### config.mk
export PLATFORM = sky130hd
export DESIGN_NAME = pwm_duty_capture_meter_flat
export DESIGN_NICKNAME = d
export VERILOG_FILES = /design/src/hw/rtl/pdcm_pkg.sv /design/src/hw/rtl/pdcm_in_if.sv /design/src/hw/rtl/pdcm_out_if.sv /design/src/hw/rtl/pwm_duty_capture_meter.sv /design/src/hw/rtl/pdcm_datapath.sv /design/src/hw/rtl/pdcm_ctrl.sv /design/src/flat_wrapper.sv
export VERILOG_INCLUDE_DIRS = /design/src /design/src/hw/rtl
export SDC_FILE = /design/constraint.sdc
export NUM_CORES = 1
export LEC_CHECK = 0
export BUFFER_PORTS_ARGS = -buffer_cell sky130_fd_sc_hd__buf_2
export CAP_MARGIN = 30
export CORE_MARGIN = 5
export CORE_UTILIZATION = 40
export DETAILED_ROUTE_END_ITERATION = 10
export HOLD_SLACK_MARGIN = 0.03
export PLACE_DENSITY = 0.56
export SYNTH_ARGS = -nofsm -noshare
export SYNTH_HDL_FRONTEND = slang
export SYNTH_SLANG_ARGS = --single-unit
### constraint.sdc
create_clock -name i_clk -period 3.8 [get_ports i_clk]
set_clock_uncertainty 0.15 [all_clocks]
set_input_delay 0.19 -clock i_clk [delete_from_list [all_inputs] [get_ports i_clk]]
set_output_delay 0.19 -clock i_clk [all_outputs]
set_load 0.005 [all_outputs]
### src/hw/rtl/pwm_duty_capture_meter_macros.svh
// Assertion macros for the PWM duty capture meter.
`ifndef PWM_DUTY_CAPTURE_METER_MACROS_SVH
`define PWM_DUTY_CAPTURE_METER_MACROS_SVH

// The consequent must hold in the same cycle as the antecedent.
`define PDCM_ASSERT_SAME(label, clk, rst_n, ante, cons) \
    label: assert property (@(posedge clk) disable iff (!(rst_n)) (ante) |-> (cons)) \
        else $error("pwm duty meter: same-cycle check failed");

// The consequent must hold in the cycle after the antecedent.
`define PDCM_ASSERT_NEXT(label, clk, rst_n, ante, cons) \
    label: assert property (@(posedge clk) disable iff (!(rst_n)) (ante) |=> (cons)) \
        else $error("pwm duty meter: next-cycle check failed");

`endif

### src/hw/rtl/pdcm_pkg.sv
// Shared types and constants of the PWM duty capture meter.
package pdcm_pkg;

    localparam int TICKS_W   = 16;
    localparam int DUTY_W    = 16;
    localparam int CFG_IDX_W = 1;
    localparam int CFG_W     = 16;

    localparam logic [DUTY_W-1:0] DUTY_FULL = 16'h7FFF;
    localparam logic [DUTY_W-1:0] DUTY_ZERO = 16'h0000;

    localparam logic [CFG_IDX_W-1:0] CFG_OVERRIDE_ENABLE = 1'd0;
    localparam logic [CFG_IDX_W-1:0] CFG_OVERRIDE_VALUE  = 1'd1;

    typedef struct packed {
        logic load;
        logic eval;
        logic div_start;
        logic div_step;
        logic div_write;
        logic emit;
    } t_dp_cmd;

    typedef struct packed {
        logic div_needed;
    } t_dp_status;

endpackage

### src/hw/rtl/pdcm_in_if.sv
// Input channel carrying one capture event item.
interface pdcm_in_if
    import pdcm_pkg::*;
();
    logic               valid;
    logic               ready;
    logic               overflow_event;
    logic               capture_event;
    logic [TICKS_W-1:0] capture_ticks;
    logic               pin_level;

    modport source (
        output valid, overflow_event, capture_event, capture_ticks, pin_level,
        input  ready
    );

    modport sink (
        input  valid, overflow_event, capture_event, capture_ticks, pin_level,
        output ready
    );
endinterface

### src/hw/rtl/pdcm_out_if.sv
// Output channel carrying one duty result item.
interface pdcm_out_if
    import pdcm_pkg::*;
();
    logic              valid;
    logic              ready;
    logic [DUTY_W-1:0] duty_fraction;
    logic              next_edge_falling;

    modport source (
        output valid, duty_fraction, next_edge_falling,
        input  ready
    );

    modport sink (
        input  valid, duty_fraction, next_edge_falling,
        output ready
    );
endinterface

### src/hw/rtl/pwm_duty_capture_meter.sv
// Top level of the PWM duty capture meter.
//
//   Channel    Direction  Handshake    Payload
//   i_item     in         valid/ready  overflow_event, capture_event, capture_ticks, pin_level
//   o_result   out        valid/ready  duty_fraction, next_edge_falling
//   i_cfg_*    in         write enable override_enable (0), override_value (1)
//
// An item that needs a division passes through ST_EVAL, ST_DIV, ST_WB and ST_EMIT from
// acceptance to the next possible acceptance; any other item passes through ST_EVAL and ST_EMIT.
// The bit-serial restoring divider in ST_DIV produces one quotient bit per cycle.
// Reset is synchronous and active low and resets all state but the divider and result registers.
// The result register holds a finished item while the sink stalls; if the next result
// is ready before it is taken, the controller waits and accepts no new item meanwhile.
`include "pwm_duty_capture_meter_macros.svh"

module pwm_duty_capture_meter
    import pdcm_pkg::*;
#(
    parameter int COUNT_BITS = 16
) (
    input  logic                 i_clk,
    input  logic                 i_rst_n,
    pdcm_in_if.sink              i_item,
    pdcm_out_if.source           o_result,
    input  logic                 i_cfg_we,
    input  logic [CFG_IDX_W-1:0] i_cfg_index,
    input  logic [CFG_W-1:0]     i_cfg_data
);

    logic              r_ovr_en;
    logic [DUTY_W-1:0] r_ovr_val;
    t_dp_cmd           w_cmd;
    t_dp_status        w_status;

    always_ff @(posedge i_clk) begin
        if (!i_rst_n) begin
            r_ovr_en  <= 1'b0;
            r_ovr_val <= DUTY_FULL;
        end else if (i_cfg_we) begin
            case (i_cfg_index)
                CFG_OVERRIDE_ENABLE: r_ovr_en  <= i_cfg_data[0];
                CFG_OVERRIDE_VALUE:  r_ovr_val <= i_cfg_data[DUTY_W-1:0];
                default: begin
                end
            endcase
        end
    end

    pdcm_ctrl #(
        .COUNT_BITS (COUNT_BITS)
    ) u_ctrl (
        .i_clk       (i_clk),
        .i_rst_n     (i_rst_n),
        .i_in_valid  (i_item.valid),
        .o_in_ready  (i_item.ready),
        .o_out_valid (o_result.valid),
        .i_out_ready (o_result.ready),
        .i_status    (w_status),
        .o_cmd       (w_cmd)
    );

    pdcm_datapath #(
        .COUNT_BITS (COUNT_BITS)
    ) u_datapath (
        .i_clk               (i_clk),
        .i_rst_n             (i_rst_n),
        .i_cmd               (w_cmd),
        .o_status            (w_status),
        .i_overflow_event    (i_item.overflow_event),
        .i_capture_event     (i_item.capture_event),
        .i_capture_ticks     (i_item.capture_ticks),
        .i_pin_level         (i_item.pin_level),
        .i_ovr_en            (r_ovr_en),
        .i_ovr_val           (r_ovr_val),
        .o_duty_fraction     (o_result.duty_fraction),
        .o_next_edge_falling (o_result.next_edge_falling)
    );

    `PDCM_ASSERT_NEXT(a_busy_after_accept, i_clk, i_rst_n,
        i_item.valid && i_item.ready, !i_item.ready)
    `PDCM_ASSERT_NEXT(a_result_after_emit, i_clk, i_rst_n,
        w_cmd.emit, o_result.valid)
    `PDCM_ASSERT_NEXT(a_override_applied, i_clk, i_rst_n,
        w_cmd.emit && r_ovr_en, o_result.duty_fraction == $past(r_ovr_val))
    `PDCM_ASSERT_SAME(a_single_command, i_clk, i_rst_n,
        1'b1, $onehot0(w_cmd))

endmodule

### src/hw/rtl/pdcm_datapath.sv
// Datapath: capture state, bit-serial restoring divider and result register.
module pdcm_datapath
    import pdcm_pkg::*;
#(
    parameter int COUNT_BITS = 16
) (
    input  logic               i_clk,
    input  logic               i_rst_n,
    input  t_dp_cmd            i_cmd,
    output t_dp_status         o_status,
    input  logic               i_overflow_event,
    input  logic               i_capture_event,
    input  logic [TICKS_W-1:0] i_capture_ticks,
    input  logic               i_pin_level,
    input  logic               i_ovr_en,
    input  logic [DUTY_W-1:0]  i_ovr_val,
    output logic [DUTY_W-1:0]  o_duty_fraction,
    output logic               o_next_edge_falling
);

    localparam int NUM_W = 2 * COUNT_BITS;

    logic                  r_expect_fall;
    logic [COUNT_BITS-1:0] r_high;
    logic [COUNT_BITS-1:0] r_low;
    logic                  r_lvl_fall;
    logic                  r_lvl_rise;
    logic [DUTY_W-1:0]     r_duty;
    logic                  r_cap;

    logic [NUM_W-1:0]      r_num;
    logic [COUNT_BITS-1:0] r_div;
    logic [COUNT_BITS:0]   r_rem;
    logic [DUTY_W:0]       r_quo;
    logic                  r_big;

    logic [DUTY_W-1:0]     r_out_duty;
    logic                  r_out_fall;

    logic [COUNT_BITS-1:0] w_ticks;
    logic [COUNT_BITS-1:0] w_sum;
    logic [COUNT_BITS:0]   w_shift;
    logic                  w_ge;
    logic [DUTY_W-1:0]     w_duty_out;

    assign w_ticks    = COUNT_BITS'(i_capture_ticks);
    assign w_sum      = r_low + r_high;
    assign w_shift    = {r_rem[COUNT_BITS-1:0], r_num[NUM_W-1]};
    assign w_ge       = (w_shift >= {1'b0, r_div});
    assign w_duty_out = i_ovr_en ? i_ovr_val : r_duty;

    assign o_status.div_needed = r_cap && r_lvl_rise && !r_lvl_fall && (w_sum != '0);

    always_ff @(posedge i_clk) begin
        if (!i_rst_n) begin
            r_expect_fall <= 1'b0;
            r_high        <= '0;
            r_low         <= '0;
            r_lvl_fall    <= 1'b0;
            r_lvl_rise    <= 1'b0;
            r_duty        <= DUTY_ZERO;
            r_cap         <= 1'b0;
        end else begin
            if (i_cmd.load) begin
                r_cap <= i_capture_event;
                if (i_overflow_event) begin
                    r_duty <= i_pin_level ? DUTY_ZERO : DUTY_FULL;
                end
                if (i_capture_event) begin
                    if (r_expect_fall) begin
                        r_expect_fall <= 1'b0;
                        r_high        <= w_ticks;
                        r_lvl_fall    <= i_pin_level;
                    end else begin
                        r_expect_fall <= 1'b1;
                        r_low         <= w_ticks;
                        r_lvl_rise    <= i_pin_level;
                    end
                end
            end
            if (i_cmd.eval && r_cap) begin
                if (!r_lvl_rise) begin
                    r_duty <= DUTY_FULL;
                end else if (r_lvl_fall) begin
                    r_duty <= DUTY_ZERO;
                end else begin
                    r_duty <= DUTY_FULL;
                end
            end
            if (i_cmd.div_write) begin
                r_duty <= (r_big || r_quo[DUTY_W]) ? DUTY_FULL
                                                   : {1'b0, r_quo[DUTY_W-1:1]};
            end
            if (i_cmd.emit) begin
                r_duty <= w_duty_out;
            end
        end
    end

    always_ff @(posedge i_clk) begin
        if (i_cmd.div_start) begin
            r_num <= {r_low, {COUNT_BITS{1'b0}}} - {{COUNT_BITS{1'b0}}, r_low};
            r_div <= w_sum;
            r_rem <= '0;
            r_quo <= '0;
            r_big <= 1'b0;
        end else if (i_cmd.div_step) begin
            r_num <= {r_num[NUM_W-2:0], 1'b0};
            r_rem <= w_ge ? (w_shift - {1'b0, r_div}) : w_shift;
            r_quo <= {r_quo[DUTY_W-1:0], w_ge};
            r_big <= r_big | r_quo[DUTY_W];
        end
        if (i_cmd.emit) begin
            r_out_duty <= w_duty_out;
            r_out_fall <= r_expect_fall;
        end
    end

    assign o_duty_fraction     = r_out_duty;
    assign o_next_edge_falling = r_out_fall;

endmodule

### src/hw/rtl/pdcm_ctrl.sv
// Controller: sequences load, evaluation, division and result handoff.
module pdcm_ctrl
    import pdcm_pkg::*;
#(
    parameter int COUNT_BITS = 16
) (
    input  logic       i_clk,
    input  logic       i_rst_n,
    input  logic       i_in_valid,
    output logic       o_in_ready,
    output logic       o_out_valid,
    input  logic       i_out_ready,
    input  t_dp_status i_status,
    output t_dp_cmd    o_cmd
);

    localparam int STEPS  = 2 * COUNT_BITS;
    localparam int STEP_W = $clog2(STEPS);

    typedef enum logic [2:0] {
        ST_IDLE,
        ST_EVAL,
        ST_DIV,
        ST_WB,
        ST_EMIT
    } t_state;

    t_state            r_state;
    logic [STEP_W-1:0] r_step;
    logic              r_out_valid;
    logic              w_out_free;

    assign w_out_free  = !r_out_valid || i_out_ready;
    assign o_in_ready  = (r_state == ST_IDLE);
    assign o_out_valid = r_out_valid;

    always_comb begin
        o_cmd           = '0;
        o_cmd.load      = (r_state == ST_IDLE) && i_in_valid;
        o_cmd.eval      = (r_state == ST_EVAL) && !i_status.div_needed;
        o_cmd.div_start = (r_state == ST_EVAL) && i_status.div_needed;
        o_cmd.div_step  = (r_state == ST_DIV);
        o_cmd.div_write = (r_state == ST_WB);
        o_cmd.emit      = (r_state == ST_EMIT) && w_out_free;
    end

    always_ff @(posedge i_clk) begin
        if (!i_rst_n) begin
            r_state     <= ST_IDLE;
            r_step      <= '0;
            r_out_valid <= 1'b0;
        end else begin
            if ((r_state == ST_EMIT) && w_out_free) begin
                r_out_valid <= 1'b1;
            end else if (r_out_valid && i_out_ready) begin
                r_out_valid <= 1'b0;
            end
            case (r_state)
                ST_IDLE: begin
                    if (i_in_valid) begin
                        r_state <= ST_EVAL;
                    end
                end
                ST_EVAL: begin
                    r_step  <= '0;
                    r_state <= i_status.div_needed ? ST_DIV : ST_EMIT;
                end
                ST_DIV: begin
                    r_step <= r_step + 1'b1;
                    if (r_step == STEP_W'(STEPS - 1)) begin
                        r_state <= ST_WB;
                    end
                end
                ST_WB: begin
                    r_state <= ST_EMIT;
                end
                ST_EMIT: begin
                    if (w_out_free) begin
                        r_state <= ST_IDLE;
                    end
                end
                default: begin
                    r_state <= ST_IDLE;
                end
            endcase
        end
    end

endmodule
### src/flat_wrapper.sv
// flat-port wrapper written by rule: the top's interface ports become plain ports
module pwm_duty_capture_meter_flat import pdcm_pkg::*;
#(
    parameter int COUNT_BITS = 16
)
  (i_clk, i_rst_n, i_cfg_we, i_cfg_index, i_cfg_data, i_item_valid, i_item_overflow_event, i_item_capture_event, i_item_capture_ticks, i_item_pin_level, i_item_ready, o_result_valid, o_result_duty_fraction, o_result_next_edge_falling, o_result_ready);
  pdcm_in_if i_item_i ();
  pdcm_out_if o_result_i ();
  input  logic i_clk;
  input  logic i_rst_n;
  input  logic i_cfg_we;
  input  logic [CFG_IDX_W-1:0] i_cfg_index;
  input  logic [CFG_W-1:0] i_cfg_data;
  input wire logic [$bits(i_item_i.valid)-1:0] i_item_valid;
  input wire logic [$bits(i_item_i.overflow_event)-1:0] i_item_overflow_event;
  input wire logic [$bits(i_item_i.capture_event)-1:0] i_item_capture_event;
  input wire logic [$bits(i_item_i.capture_ticks)-1:0] i_item_capture_ticks;
  input wire logic [$bits(i_item_i.pin_level)-1:0] i_item_pin_level;
  output wire logic [$bits(i_item_i.ready)-1:0] i_item_ready;
  output wire logic [$bits(o_result_i.valid)-1:0] o_result_valid;
  output wire logic [$bits(o_result_i.duty_fraction)-1:0] o_result_duty_fraction;
  output wire logic [$bits(o_result_i.next_edge_falling)-1:0] o_result_next_edge_falling;
  input wire logic [$bits(o_result_i.ready)-1:0] o_result_ready;
  assign i_item_i.valid = i_item_valid;
  assign i_item_i.overflow_event = i_item_overflow_event;
  assign i_item_i.capture_event = i_item_capture_event;
  assign i_item_i.capture_ticks = i_item_capture_ticks;
  assign i_item_i.pin_level = i_item_pin_level;
  assign i_item_ready = i_item_i.ready;
  assign o_result_valid = o_result_i.valid;
  assign o_result_duty_fraction = o_result_i.duty_fraction;
  assign o_result_next_edge_falling = o_result_i.next_edge_falling;
  assign o_result_i.ready = o_result_ready;
  pwm_duty_capture_meter #(.COUNT_BITS(COUNT_BITS)) u_core (.i_clk(i_clk), .i_rst_n(i_rst_n), .i_item(i_item_i), .o_result(o_result_i), .i_cfg_we(i_cfg_we), .i_cfg_index(i_cfg_index), .i_cfg_data(i_cfg_data));
endmodule
== Yosys cells after proc, flatten, opt, wreduce, memory -nomap -nowiden ==
Index checks and enable logic that the tools add are counted.

* Flip-flop bits (word level): 177
* Input bits: 41
* Output and inout port bits: 19

* Add/subtract/negate cells: 4
* Magnitude comparators: 1
* Eq/ne operators: 8
* Mux-type cells: 22
* Bitwise logic cells: 3
* Reduce and logical (&&, ||, !) cells: 28

{| class="wikitable"
|+ Operators with widths
! kind !! number
|-
| $mux 16 || 7
|-
| $mux 32 || 2
|-
| $mux 15 || 4
|-
| $sub 32x16->32 || 1
|-
| $ge 17x16->1 || 1
|-
| $add 16x16->16 || 1
|-
| $reduce_bool 16->1 || 1
|-
| $sub 16x16->16 || 1
|-
| $pmux 3 s5 || 1
|-
| $mux 3 || 4
|-
| $pmux 5 s2 || 1
|-
| $logic_and 1x1->1 || 9
|-
| $reduce_and 3->1 || 3
|-
| $reduce_and 2->1 || 4
|-
| $reduce_bool 4->1 || 2
|-
| $eq 3x2->1 const B || 2
|-
| $reduce_bool 2->1 || 3
|-
| $add 5x1->5 const B || 1
|-
| $eq 5x5->1 const B || 1
|-
| $ne 2x2->1 const B || 2
|-
| $eq 3x1->1 const B || 1
|-
| $eq 3x3->1 const B || 1
|-
| $logic_not 1->1 || 3
|-
| $logic_not 3->1 || 1
|-
| 5 further kinds || 9
|}

== Logic depth before layout (Yosys ltp) ==
Gate-level depths: netlist of run 1.

* Depth in word-level cells: 9
* Gate-level depth with buffers: 15
* Gate-level depth less buffers: 14

== Modules after synthesis ==
Synthesis of run 1 repeated with hierarchy kept, for this count alone.

* Cell total of the unflattened synthesis: 996
* Area total of the unflattened synthesis: 9265.1 um^2

{| class="wikitable"
|+ By module, submodules not included
! module !! instances !! cells each !! area an instance (um^2) !! seq. area each (um^2)
|-
| pdcm_datapath || 1 || 854 || 7996.4 || 3673.5
|-
| pwm_duty_capture_meter || 1 || 78 || 752.0 || 340.3
|-
| pdcm_ctrl || 1 || 64 || 516.7 || 180.2
|}

== Least setup slack after synthesis of run 1 ==
Ideal clock, no wire load.

* Path type: reg2reg
* Start point: reg u_core.u_datapath.r_low[0]
* End point: reg u_core.u_datapath.r_num[0], enable pin
* Library setup time: 0.387 ns
* Data arrival time: 3.462 ns
* Path slack: -0.199 ns
* Cell stages (with the launch flop): 15
* Path buffers: 1
* Clock period less this slack: 3.999 ns
* Cell sequence: dfxtp_1 ha_1 inv_1 fa_1 nand2b_1 a21oi_2 a41o_1 o21ai_2 nor3b_2 o2111ai_1 nor4b_4 a21oi_1 buf_2 nor2_1 inv_1

* Word-level cells in the longest chain between the ends: 5

{| class="wikitable"
|+ RTL lines
! item !! line !! text
|-
| from (decl) || pdcm_datapath.sv:25 || <nowiki>logic [COUNT_BITS-1:0] r_low;</nowiki>
|-
| from (signal assigned) || pdcm_datapath.sv:76 || <nowiki>r_low <= w_ticks;</nowiki>
|-
| $add 16x16->16 || pdcm_datapath.sv:47 || <nowiki>assign w_sum = r_low + r_high;</nowiki>
|-
| $reduce_bool 16->1 || pdcm_datapath.sv:52 || <nowiki>assign o_status.div_needed = r_cap && r_lvl_rise && !r_lvl_fall && (w_sum != '0);</nowiki>
|-
| $logic_and 1x1->1 || pdcm_datapath.sv:52 ||
|-
| $logic_and 1x1->1 || pdcm_ctrl.sv:41 || <nowiki>o_cmd.div_start = (r_state == ST_EVAL) && i_status.div_needed;</nowiki>
|-
| $reduce_bool 2->1 (no line) || - ||
|-
| to (signal assigned) || pdcm_datapath.sv:102 || <nowiki>r_num <= {r_low, {COUNT_BITS{1'b0}}} - {{COUNT_BITS{1'b0}}, r_low};</nowiki>
|-
| to (signal assigned) || pdcm_datapath.sv:108 || <nowiki>r_num <= {r_num[NUM_W-2:0], 1'b0};</nowiki>
|-
| to (decl) || pdcm_datapath.sv:31 || <nowiki>logic [NUM_W-1:0] r_num;</nowiki>
|}

No other way between the ends.
A chain may end at the register's enable or synchronous reset.

== Final worst setup path of run 1 ==
* Start point: reg u_core.u_datapath.r_high[0]
* End point: reg u_core.u_datapath.r_num[2] (data pin)

* Word-level cells in the longest chain between the ends: 5

{| class="wikitable"
|+ RTL lines
! item !! line !! text
|-
| from (decl) || pdcm_datapath.sv:24 || <nowiki>logic [COUNT_BITS-1:0] r_high;</nowiki>
|-
| from (signal assigned) || pdcm_datapath.sv:72 || <nowiki>r_high <= w_ticks;</nowiki>
|-
| $add 16x16->16 || pdcm_datapath.sv:47 ||
|-
| $reduce_bool 16->1 || pdcm_datapath.sv:52 ||
|-
| $logic_and 1x1->1 || pdcm_datapath.sv:52 ||
|-
| $logic_and 1x1->1 || pdcm_ctrl.sv:41 ||
|-
| $mux 32 || pdcm_datapath.sv:101 || <nowiki>if (i_cmd.div_start) begin</nowiki>
|}

No other way between the ends.

==> summary.md, run 1 <==
| Metric | Value |
|---|---|
| Worst Hold Class | primary input to register |
| Final antenna-violating net count | 0 |
| First drt pass iteration count | 5 |
| Pwr dens | 387 mW/mm^2 |
| Core area | 0.0225 sq mm |
| Die X | 161 microns |
| Post-Layout Cell Count | 1388 |
| First-pass GRT wire length | 35000 microns |
| Synth cell types | 71 |
| Final Max Slew Viols | 0 |
| Total leakage power | 4.41 nW |
| Minimum clock period | 3.62 ns |
| Initial antenna violation count | 0 |
| CP Capture Type | register |
| CTS max path bufs | 2 |
| Clock root cell | clkbuf_16 |
| Detailed-route DRC error count | 0 |
| Area Growth Syn to Fin | 20.0% |
| FFs w/ async S/R, synth | 0 |
| CTS buffer count | 17 |
| Number of flops mapped to enable cells by yosys | 65 |
| CP Launch Point | u_core.u_datapath.r_high[0] |
| Worst r2r src | u_core.u_datapath.r_high[0] |
| Fin. Hold Viols | 0 |
| Min-delay src | i_rst_n |
| WL/cell | 15.2 microns |
| Setup crit start kind | register |
| Register area share after synthesis | 0.460 |
| Buffers added on ports | 59 |
| Rel. slew slack | 0.484 |
| DR vias/cell | 5.22 |
| GP Congestion | 0.833 |
| Largest net degree at the start of global routing | 53 |
| Post-synth top area share | 0.246 |
| Fmax | 0.276 GHz |
| Status | finished clean |
| CTS tree | built |
| Die H | 161 microns |
| Fin Setup TNS | 0 ns |
| Clock Sinks | 177 |
| GRT Overall Usage | 0.163 |
| Mapped Cells | 989 |
| Final instance area | 0.0109 sq mm |
| Primary FF master, synth | dfxtp_1 |
| Fin crit share | 0.953 |
| Post-placement cell area | 0.00982 sq mm |
| Antenna fix cells | 0 |
| Synth Register Bits | 177 |
| Synth area leader | dfxtp_1 |
| Avg Inst Size Synth | 9.21 sq um |
| Total power | 4.23 mW |
| Post-layout util | 0.486 |
| Total of max-cap violations | 0 |
| Max FO, Critical Path | 26 |
| Via count | 7240 |
| Final setup viols | 0 |
| Number of global-route vias before repair | 7078 |
| Starting Density | 0.405 |
| Synth Cell Area | 0.00911 sq mm |
| Clk_lat worst skew | 0.44 ns |
| Least-Margin Pin Slew | 0.774 ns |
| Max H-tree Level | 4 |
| Total grt overflow | 0 |
| Synth top cells by count | nand2_1, dfxtp_1, edfxtp_1 |
| Worst Path Class, Setup | register to register |
| Post-Syn Nets | 1066 |
| Pre-CTS WS | 0.0272 ns |
| Dpl cells | 1310 |
| CTS clock-pin slew for the worst setup and hold paths | 0.07 ns |
| RSZ-0062 raised after global routing | false |
| Top post-synthesis cells by area | dfxtp_1, edfxtp_1, nand2_1 |
| Layout cells sized above 1 | 0.175 |
| Io pins | 60 |
| Site Rows | 55 |
| CP Data Arrival Time | 3.66 ns |
| Nets | 1167 |
| HPWL after DPL | 14500 microns |
| VDD IR-drop max | 0.309 mV |
| Yosys warnings | 0 |
| Final worst slack | 0.180 ns |
| Die footprint | 0.0259 sq mm |
| Count leader, synth | nand2_1 |
| Iter 0 DRT Violations | 349 |
| Required time worst endpoint | 3.84 ns |
| Hold slack final | 0.0810 ns |
| DRT Wirelength | 21100 microns |
-- repair_timing --
action	4_1_cts	5_1_grt
hold endpoints to repair	54	0
hold buffers	38	0
resized for setup	0	6
setup endpoints to repair	0	62
buffers inserted	0	5
-- cells in the final DEF, fill, tap and decap left out, types with 11 or more instances in the layout --
| cell type | Yosys | final |
|---|---|---|
| a21boi_0 | 41 | 40 |
| a21o_1 | 16 | 16 |
| a21oi_1 | 38 | 37 |
| a22o_1 | 11 | 11 |
| and2_1 | 11 | 11 |
| buf_2 | 11 | 59 |
| buf_4 | 1 | 32 |
| clkbuf_16 | 0 | 20 |
| dfxtp_1 | 112 | 109 |
| dlygate4sd3_1 | 0 | 38 |
| edfxtp_1 | 65 | 65 |
| ha_1 | 34 | 33 |
| inv_1 | 49 | 48 |
| mux2_2 | 27 | 27 |
| mux2i_1 | 11 | 11 |
| nand2_1 | 189 | 189 |
| nand2b_1 | 14 | 14 |
| nand3_1 | 30 | 30 |
| nor2_1 | 47 | 46 |
| nor2b_1 | 11 | 11 |
| nor3_1 | 13 | 13 |
| o21ai_0 | 54 | 54 |
| o22a_1 | 15 | 15 |
| o22ai_1 | 19 | 19 |
| xnor2_1 | 21 | 21 |
| xor2_1 | 12 | 12 |
-- worst max-delay path, cell delays in order (launching register included) --
cell	delay, ns
dfxtp_1	0.32
ha_2	0.19
inv_1	0.07
fa_1	0.19
nand2b_1	0.15
a21oi_2	0.07
buf_4	0.14
o31a_1	0.26
o21a_1	0.22
nor4_1	0.33
a211oi_2	0.11
nor4b_4	0.38
a21oi_4	0.10
buf_12	0.16
buf_4	0.14
clkbuf_16	0.18
a31o_2	0.21
-- power by group --
group          internal (mW)  leakage, nW  switching [mW]
registers               2.01         1.49          0.0342
clock network          0.886        0.288           0.853
logic                  0.211         2.64           0.235
-- final timing paths --
kind,slack [ns],end,cells after the start
min reg2reg,0.32,u_core.u_datapath.r_quo[0],2
max,0.18,u_core.u_datapath.r_num[2],16
min,0.08,u_core.u_datapath.r_low[1],2
max reg2reg,0.18,u_core.u_datapath.r_num[2],16
-- state kept, by name, summed over array words and instances (netlist names), 3 cells and up --
register and count:
u_core.u_datapath.r_low 16, u_core.u_datapath.r_rem 16, u_core.u_datapath.r_num 32, u_core.u_datapath.o_duty_fraction 16, u_core.u_datapath.r_div 16, u_core.u_datapath.r_high 16
u_core.u_ctrl.r_state 3, u_core.u_datapath.r_duty 16, u_core.u_ctrl.r_step 5, u_core.r_ovr_val 16, u_core.u_datapath.r_quo 17
-- per-layer routing --
layer,track usage,wire (microns)
met1,0.219,10000
met2,0.271,10000
met3,0.0272,696
met4,0.0500,358
met5,0,0
-- final cells by class --
cell class / count / area, sq um
multi-input combinational: 709 / 4530
fill: 2114 / 11600
timing repair buffer: 136 / 1070
clock inverter: 15 / 165
tap: 285 / 357
inverter: 49 / 188
sequential: 177 / 4200
clock buffer: 17 / 425
-- cells by family after synthesis --
group                      Yosys count  synth area share
muxes                               38            0.0455
xor gates and xnor gates            33            0.0317
AOI/OAI and AO/OA                  250             0.188
DFF                                177             0.460
buffers and inverters              103            0.0461
and+or+nand+nor                    352             0.177
adders and majority gates           36            0.0511
No activity file was read; power rests on OpenSTA's default activity.
==> inputs of run 2 (changes only) <==
GPL_TIMING_DRIVEN = 0   (was default)
==> run 2 against run 1 <==
Combinational power grew 3%. Non-clock buffer count increased by 23. Critical path depth fell by 2. Register-to-register slack got worse by 0.04 ns. Total power rose by 3.2%. Die area unchanged. Largest cell class unchanged. Global-route usage up 1.4 points. Clock power up 7%. First-iteration DRC count fell by 7.7%.
==> summary.md, run 2 (synthesis results as in run 1) <==
| Metric | Value |
|---|---|
| Post-layout util | 0.491 (+0.00467) |
| Pwr dens | 395 mW/mm^2 (+2.2%) |
| First-pass GRT wire length | 37200 microns (+6.5%) |
| Required time worst endpoint | 3.84 ns (about the same) |
| Rel. slew slack | 0.510 (+0.0259) |
| Die footprint | 0.0259 sq mm (unchanged) |
| Buffers added on ports | 58 (-1.7%) |
| Via count | 7322 (+1.1%) |
| WL/cell | 15.9 microns (+4.9%) |
| First drt pass iteration count | 5 (unchanged) |
| GRT Overall Usage | 0.177 (+0.0140) |
| CP Capture Type | register |
| Slack of the worst reg-to-reg path | 0.14 ns (-0.04 ns) |
| CP delay by family, top | simple AND/OR/NAND/NOR gates |
| Worst r2r src | u_core.u_datapath.r_high[0] |
| Max reg flops | 32 (unchanged) |
| Final setup viols | 0 (unchanged) |
| Nets | 1191 (+2.1%) |
| R2r endpoint | u_core.u_datapath.r_num[31] |
| WP depth | 14 (-2) |
| Minimum clock period | 3.66 ns (+0.0366 ns) |
| Final instance area | 0.0110 sq mm (+0.96%) |
| CTS clock-pin slew for the worst setup and hold paths | 0.08 ns (about the same) |
| Final antenna-violating net count | 0 (unchanged) |
| VDD IR-drop max | 0.236 mV (-24%) |
| Setup crit start kind | register |
| Antenna fix cells | 0 (unchanged) |
| Total leakage power | 4.42 nW (about the same) |
| Fin crit share | 0.962 (+0.00963) |
| CTS max path bufs | 2 (unchanged) |
| Io pins | 60 (unchanged) |
| Core area | 0.0225 sq mm (unchanged) |
| Worst Hold Class | primary input to register |
| Layout cells sized above 1 | 0.169 (-0.00550) |
| Initial antenna violation count | 0 (unchanged) |
| Worst setup endpoint | u_core.u_datapath.r_num[31] |
| Clock Sinks | 177 (unchanged) |
| GP Congestion | 0.799 (-4.1%) |
| DRT Wirelength | 22500 microns (+6.7%) |
| Status | finished clean |
| Most frequent CP cell | inv_1 |
| Max FO, Critical Path | 17 (-35%) |
| CP max-delay cell | or4_4 |
| RSZ-0062 raised after global routing | false |
| CP Buf/Inv Count | 6 (+1) |
| Site Rows | 55 (unchanged) |
| Worst reg2reg path depth | 14 (-2) |
| Starting Density | 0.405 (unchanged) |
| Fillers | 2163 (+2.3%) |
| Most frequent cells in the layout | nand2_1, dfxtp_1, edfxtp_1 |
| Largest net degree at the start of global routing | 26 (-51%) |
| Max H-tree Level | 4 (unchanged) |
| DR vias/cell | 5.19 (-0.59%) |
| Fmax | 0.274 GHz (-1.0%) |
| Detailed-route DRC error count | 0 (unchanged) |
| Crit path cell chain | ha_2, inv_1, fa_2, inv_1, or4_4, nor3_2, o2111ai_2, nor4b_4, buf_4, a21oi_4, buf_8, nor2_4, clkinvlp_4, buf_12 |
| Storage cell area | 0.00421 sq mm (+0.18%) |
| CP Data Arrival Time | 3.70 ns (+0.04 ns) |
| Largest Register | u_core.u_datapath.r_num |
| Die H | 161 microns (unchanged) |
| Critical Path Max Stage Delay | 0.53 ns (+0.15 ns) |
| Die X | 161 microns (unchanged) |
| Fin. Hold Viols | 0 (unchanged) |
| HPWL after DPL | 16500 microns (+13%) |
| Clock root cell | clkbuf_16 |
| Post-Layout Cell Count | 1412 (+1.7%) |
| Area Growth Syn to Fin | 21.2% |
| Clk_lat worst skew | 0.44 ns (about the same) |
| Total grt overflow | 0 (unchanged) |
| Commonest non-fill, non-tap cell in the layout | nand2_1 |
| CTS tree | built |
| Least-Margin Pin Slew | 0.734 ns (-0.0397 ns) |
| Iter 0 DRT Violations | 322 (-7.7%) |
| CP Launch Point | u_core.u_datapath.r_high[0] |
| Number of global-route vias before repair | 7189 (+1.6%) |
| Dpl cells | 1332 (+1.7%) |
| CTS buffer count | 17 (unchanged) |
| Total of max-cap violations | 0 (unchanged) |
| Final Max Slew Viols | 0 (unchanged) |
| Largest regs | u_core.u_datapath.r_num (32), u_core.u_datapath.r_quo (17) |
| Area of the multi-input gates | 0.00461 sq mm (+1.7%) |
| Post-placement cell area | 0.00978 sq mm (-0.45%) |
| Worst Path Class, Setup | register to register |
[run 2: changes by cell type in the layout (fill, tap and decap cells not counted), moves of 3 or more]
cell       before  now
inv_12          0    6
buf_2          59   63
inv_8           6    3
dfxtp_1       109  105
buf_6           0    4
buf_1           0    4
clkbuf_1        0   35
buf_4          32   11
dfxtp_2         3    6
clkbuf_16      20   17
[run 2: power breakdown]
group	total (mW)	switching [mW]	internal, mW
sequential	2.04	0.0325	2.01
clock	1.86	0.935	0.929
combinational	0.459	0.250	0.209
total	4.37	1.22	3.15
[run 2: timing repair]
item	in CTS	in global routing
hold endpoints to repair	54	0
hold buffers	37	0
pin swaps	8	6
gates resized for setup	16	20
gates cloned	1	0
setup buffers	9	2
setup endpoints to repair	120	107
[run 2: how the worst min path moves through the flow]
stage	start	end	slack (ns)	cells after the start
6_report	i_item_overflow_event	u_core.u_datapath.r_duty[15]	0.06	4
5_1_grt	i_cfg_we	u_core.r_ovr_en	0.08	4
4_1_cts	i_item_overflow_event	u_core.u_datapath.r_duty[15]	0.03	4
3_5_place_dp	i_cfg_data[11]	u_core.r_ovr_val[11]	0.26	3
3_3_place_gp	i_cfg_data[12]	u_core.r_ovr_val[12]	0.25	3
2_1_floorplan	i_cfg_data[0]	u_core.r_ovr_val[0]	0.16	2
[run 2: layout make-up]
cell class | instances | area share
Multi-Input combinational cell | 709 | 0.417
Timing Repair Buffer | 106 | 0.0699
Inverter | 49 | 0.0170
Buffer | 53 | 0.0240
Tap cell | 285 | 0.0323
Sequential cell | 177 | 0.381
Timing Repair inverter | 1 | 0.000680
Clock inverter | 15 | 0.0194
Clock buffer | 17 | 0.0385
[run 2: tightest hold or removal path, cell delays in order]
cell     delay (ns)
buf_2          0.10
nand3_1        0.12
a32oi_1        0.11
nor2b_1        0.10
[run 2: metal layers]
| metal | vias up | share of wire | GRT usage |
|---|---|---|---|
| li1 | 3755 | - | - |
| met1 | 3476 | 0.50 | 0.248 |
| met2 | 72 | 0.47 | 0.289 |
| met3 | 19 | 0.022 | 0.0300 |
| met4 | 0 | 0.0093 | 0.0399 |
| met5 | - | 0 | 0 |
[run 2: through the flow]
| stage | power, mW | hold slack, ns | setup TNS (ns) | worst slack, ns |
|---|---|---|---|---|
| after detailed placement | 2.49 | 0.255 | -55.25 | -0.930 |
| after floorplan | 2.37 | 0.164 | 0 | 0.00700 |
| after global routing | 4.55 | 0.0816 | 0 | 0.00319 |
| after CTS | 4.40 | 0.0333 | 0 | 0.00564 |
| after global placement | 2.49 | 0.252 | -56.54 | -0.950 |
| final | 4.37 | 0.0550 | 0 | 0.144 |
==> inputs of run 3 (changes only) <==
PLACE_DENSITY = default   (was 0.56)
==> run 3 against run 2 <==
Critical path depth stayed put. Clock power is 3% lower. Die area is the same. Non-clock buffer count increased by 9. Cell count up 0.64%. Via count grew 2.1%. Register-to-register slack got worse by 0.04 ns. Sequential power hardly changed. Core utilization increased by 0.11 points. Total power decreased by 0.82%. Global-route usage is 0.40 points lower. Sequential cell count did not move. Critical path type unchanged. Highest routed layer unchanged.
==> summary.md, run 3 (synthesis results as in run 1) <==
| Metric | Value |
|---|---|
| Status | finished clean |
| VDD IR-drop max | 0.291 mV (+24%) |
| Clock root cell | clkbuf_16 |
| Fmax | 0.271 GHz (-1.1%) |
| WL/cell | 15.6 microns (-1.9%) |
| Rel. slew slack | 0.486 (-0.0239) |
| DRT Wirelength | 22200 microns (-1.2%) |
| GP Congestion | 0.822 (+2.8%) |
| Die footprint | 0.0259 sq mm (unchanged) |
| Worst Path Class, Setup | register to register |
| Pwr dens | 391 mW/mm^2 (-1.0%) |
| Largest Register | u_core.u_datapath.r_num |
| Antenna fix cells | 0 (unchanged) |
| GRT met3 Usage | 0.0287 (-0.00128) |
| GR Layer Usage met1 | 0.239 (-0.00951) |
| CP Capture Type | register |
| First drt pass iteration count | 6 (+1) |
| Max FO, Critical Path | 10 (-7) |
| Area of the multi-input gates | 0.00461 sq mm (about the same) |
| Max H-tree Level | 4 (unchanged) |
| Post-layout util | 0.492 (+0.00111) |
| Setup crit start kind | register |
| Required time worst endpoint | 3.83 ns (about the same) |
| Critical Path Max Stage Delay | 0.35 ns (-0.18 ns) |
| Starting Density | 0.405 (unchanged) |
| Clk_lat worst skew | 0.44 ns (about the same) |
| GRT Overall Usage | 0.173 (-0.00397) |
| Crit path cell chain | ha_2, inv_1, fa_2, nand2b_4, a21oi_4, a41o_1, o21ai_4, o221a_2, o21ai_2, nor4b_4, buf_4, a21oi_4, buf_4, mux2_2 |
| HPWL after DPL | 16200 microns (-1.5%) |
| RSZ-0062 raised after global routing | true |
| Number of global-route vias before repair | 7197 (+0.11%) |
| Final antenna-violating net count | 0 (unchanged) |
| Fin. Hold Viols | 0 (unchanged) |
| Detailed-route DRC error count | 0 (unchanged) |
| Nets | 1200 (+0.76%) |
| Io pins | 60 (unchanged) |
| Worst Hold Class | primary input to register |
| CP max-delay cell | dfxtp_4 |
| Total grt overflow | 0 (unchanged) |
| DR vias/cell | 5.26 (+1.5%) |
| Largest regs | u_core.u_datapath.r_num (32), u_core.u_datapath.r_quo (17) |
| Site Rows | 55 (unchanged) |
| Die X | 161 microns (unchanged) |
| Total of max-cap violations | 0 (unchanged) |
| CP Buf/Inv Count | 3 (-3) |
| Iter 0 DRT Violations | 401 (+25%) |
| Area Growth Syn to Fin | 21.5% |
| Storage cell area | 0.00421 sq mm (about the same) |
| Met2 Resource Use GR | 0.288 (-0.00134) |
| Most frequent cells in the layout | nand2_1, dfxtp_1, edfxtp_1 |
| Die H | 161 microns (unchanged) |
| CP Data Arrival Time | 3.73 ns (+0.03 ns) |
| Least-Margin Pin Slew | 0.770 ns (+0.0359 ns) |
| Final setup viols | 0 (unchanged) |
| Via count | 7477 (+2.1%) |
| Commonest non-fill, non-tap cell in the layout | nand2_1 |
| CP delay by family, top | compound AO/OA/AOI/OAI gates |
| GRT busiest layer | met2 |
| Final Max Slew Viols | 0 (unchanged) |
| Minimum clock period | 3.70 ns (+0.0390 ns) |
| CTS buffer count | 17 (unchanged) |
| Fillers | 2128 (-1.6%) |
| Fin crit share | 0.972 (+0.0103) |
| Total leakage power | 4.45 nW (+0.77%) |
| Max reg flops | 32 (unchanged) |
| Clock Sinks | 177 (unchanged) |
| Core area | 0.0225 sq mm (unchanged) |
| Largest net degree at the start of global routing | 26 (unchanged) |
| CTS tree | built |
| Initial antenna violation count | 0 (unchanged) |
| Buffers added on ports | 58 (unchanged) |
| CTS max path bufs | 2 (unchanged) |
| First-pass GRT wire length | 36800 microns (-1.1%) |
| Hold slack final | 0.0471 ns (-0.00790 ns) |
| CTS clock-pin slew for the worst setup and hold paths | 0.08 ns (about the same) |
| Layout cells sized above 1 | 0.176 (+0.00658) |
run 3: timing repair:
item                                    4_1_cts  5_1_grt
hold buffers                                 37        0
gates cloned                                  1        0
endpoints found under the hold margin        55        0
pin swaps                                     6        8
endpoints found under the setup margin      130      106
gates resized for setup                      17       21
setup buffers                                17        3
run 3: worst register-to-register path: cells and delay by family (launching register included):
kind | cells | cell delay (ns)
adder cells (fa/ha/maj) | 2 | 0.53
multiplexers | 1 | 0.35
buffers and inverters | 3 | 0.48
AND/OR/NAND/NOR | 2 | 0.25
AO/OA/AOI/OAI | 6 | 1.33
flip-flops | 1 | 0.35
run 3: through the flow:
stage / total power, mW / instances / cell area, sq um / setup slack, ns / TNS [ns]
after floorplan: 2.37 / 989 / 9130 / 0.00700 / 0
after global placement: 2.49 / 1332 / 9780 / -0.963 / -59.78
after detailed placement: 2.49 / 1332 / 9780 / -0.984 / -61.83
after CTS: 4.35 / 1419 / 11000 / 0.0111 / 0
after global routing: 4.49 / 1421 / 11100 / -0.0258 / -0.547
final: 4.33 / 1421 / 11100 / 0.105 / 0
run 3: final timing paths:
kind,start,end,slack [ns],cells after the start
worst max-delay path,u_core.u_datapath.r_low[0],u_core.u_datapath.r_num[14],0.10,14
worst min register to register,u_core.u_datapath.r_quo[0],u_core.u_datapath.r_quo[1],0.30,2
worst max register to register,u_core.u_datapath.r_low[0],u_core.u_datapath.r_num[14],0.10,14
worst min-delay path,i_item_overflow_event,u_core.u_datapath.r_duty[15],0.05,4
run 3: where the power goes:
| part | internal, mW | leakage, nW | switching, mW |
|---|---|---|---|
| Combinational | 0.227 | 2.66 | 0.254 |
| Clock | 0.951 | 0.302 | 0.856 |
| Sequential | 2.01 | 1.49 | 0.0322 |
run 3: cell type report:
| class | count | share of cell area |
|---|---|---|
| Buffer | 53 | 0.0235 |
| Clock buffer | 17 | 0.0384 |
| Clock inverter | 15 | 0.0168 |
| Inverter | 49 | 0.0170 |
| Multi-Input combinational cell | 709 | 0.417 |
| Sequential cell | 177 | 0.380 |
| Tap cell | 285 | 0.0322 |
| Timing Repair Buffer | 115 | 0.0744 |
| Timing Repair inverter | 1 | 0.000679 |
run 3: routing by layer:
layer / part of all wire / wire (microns)
met1: 0.49 / 10800
met2: 0.47 / 10500
met3: 0.033 / 724
met4: 0.0091 / 202
met5: 0 / 0
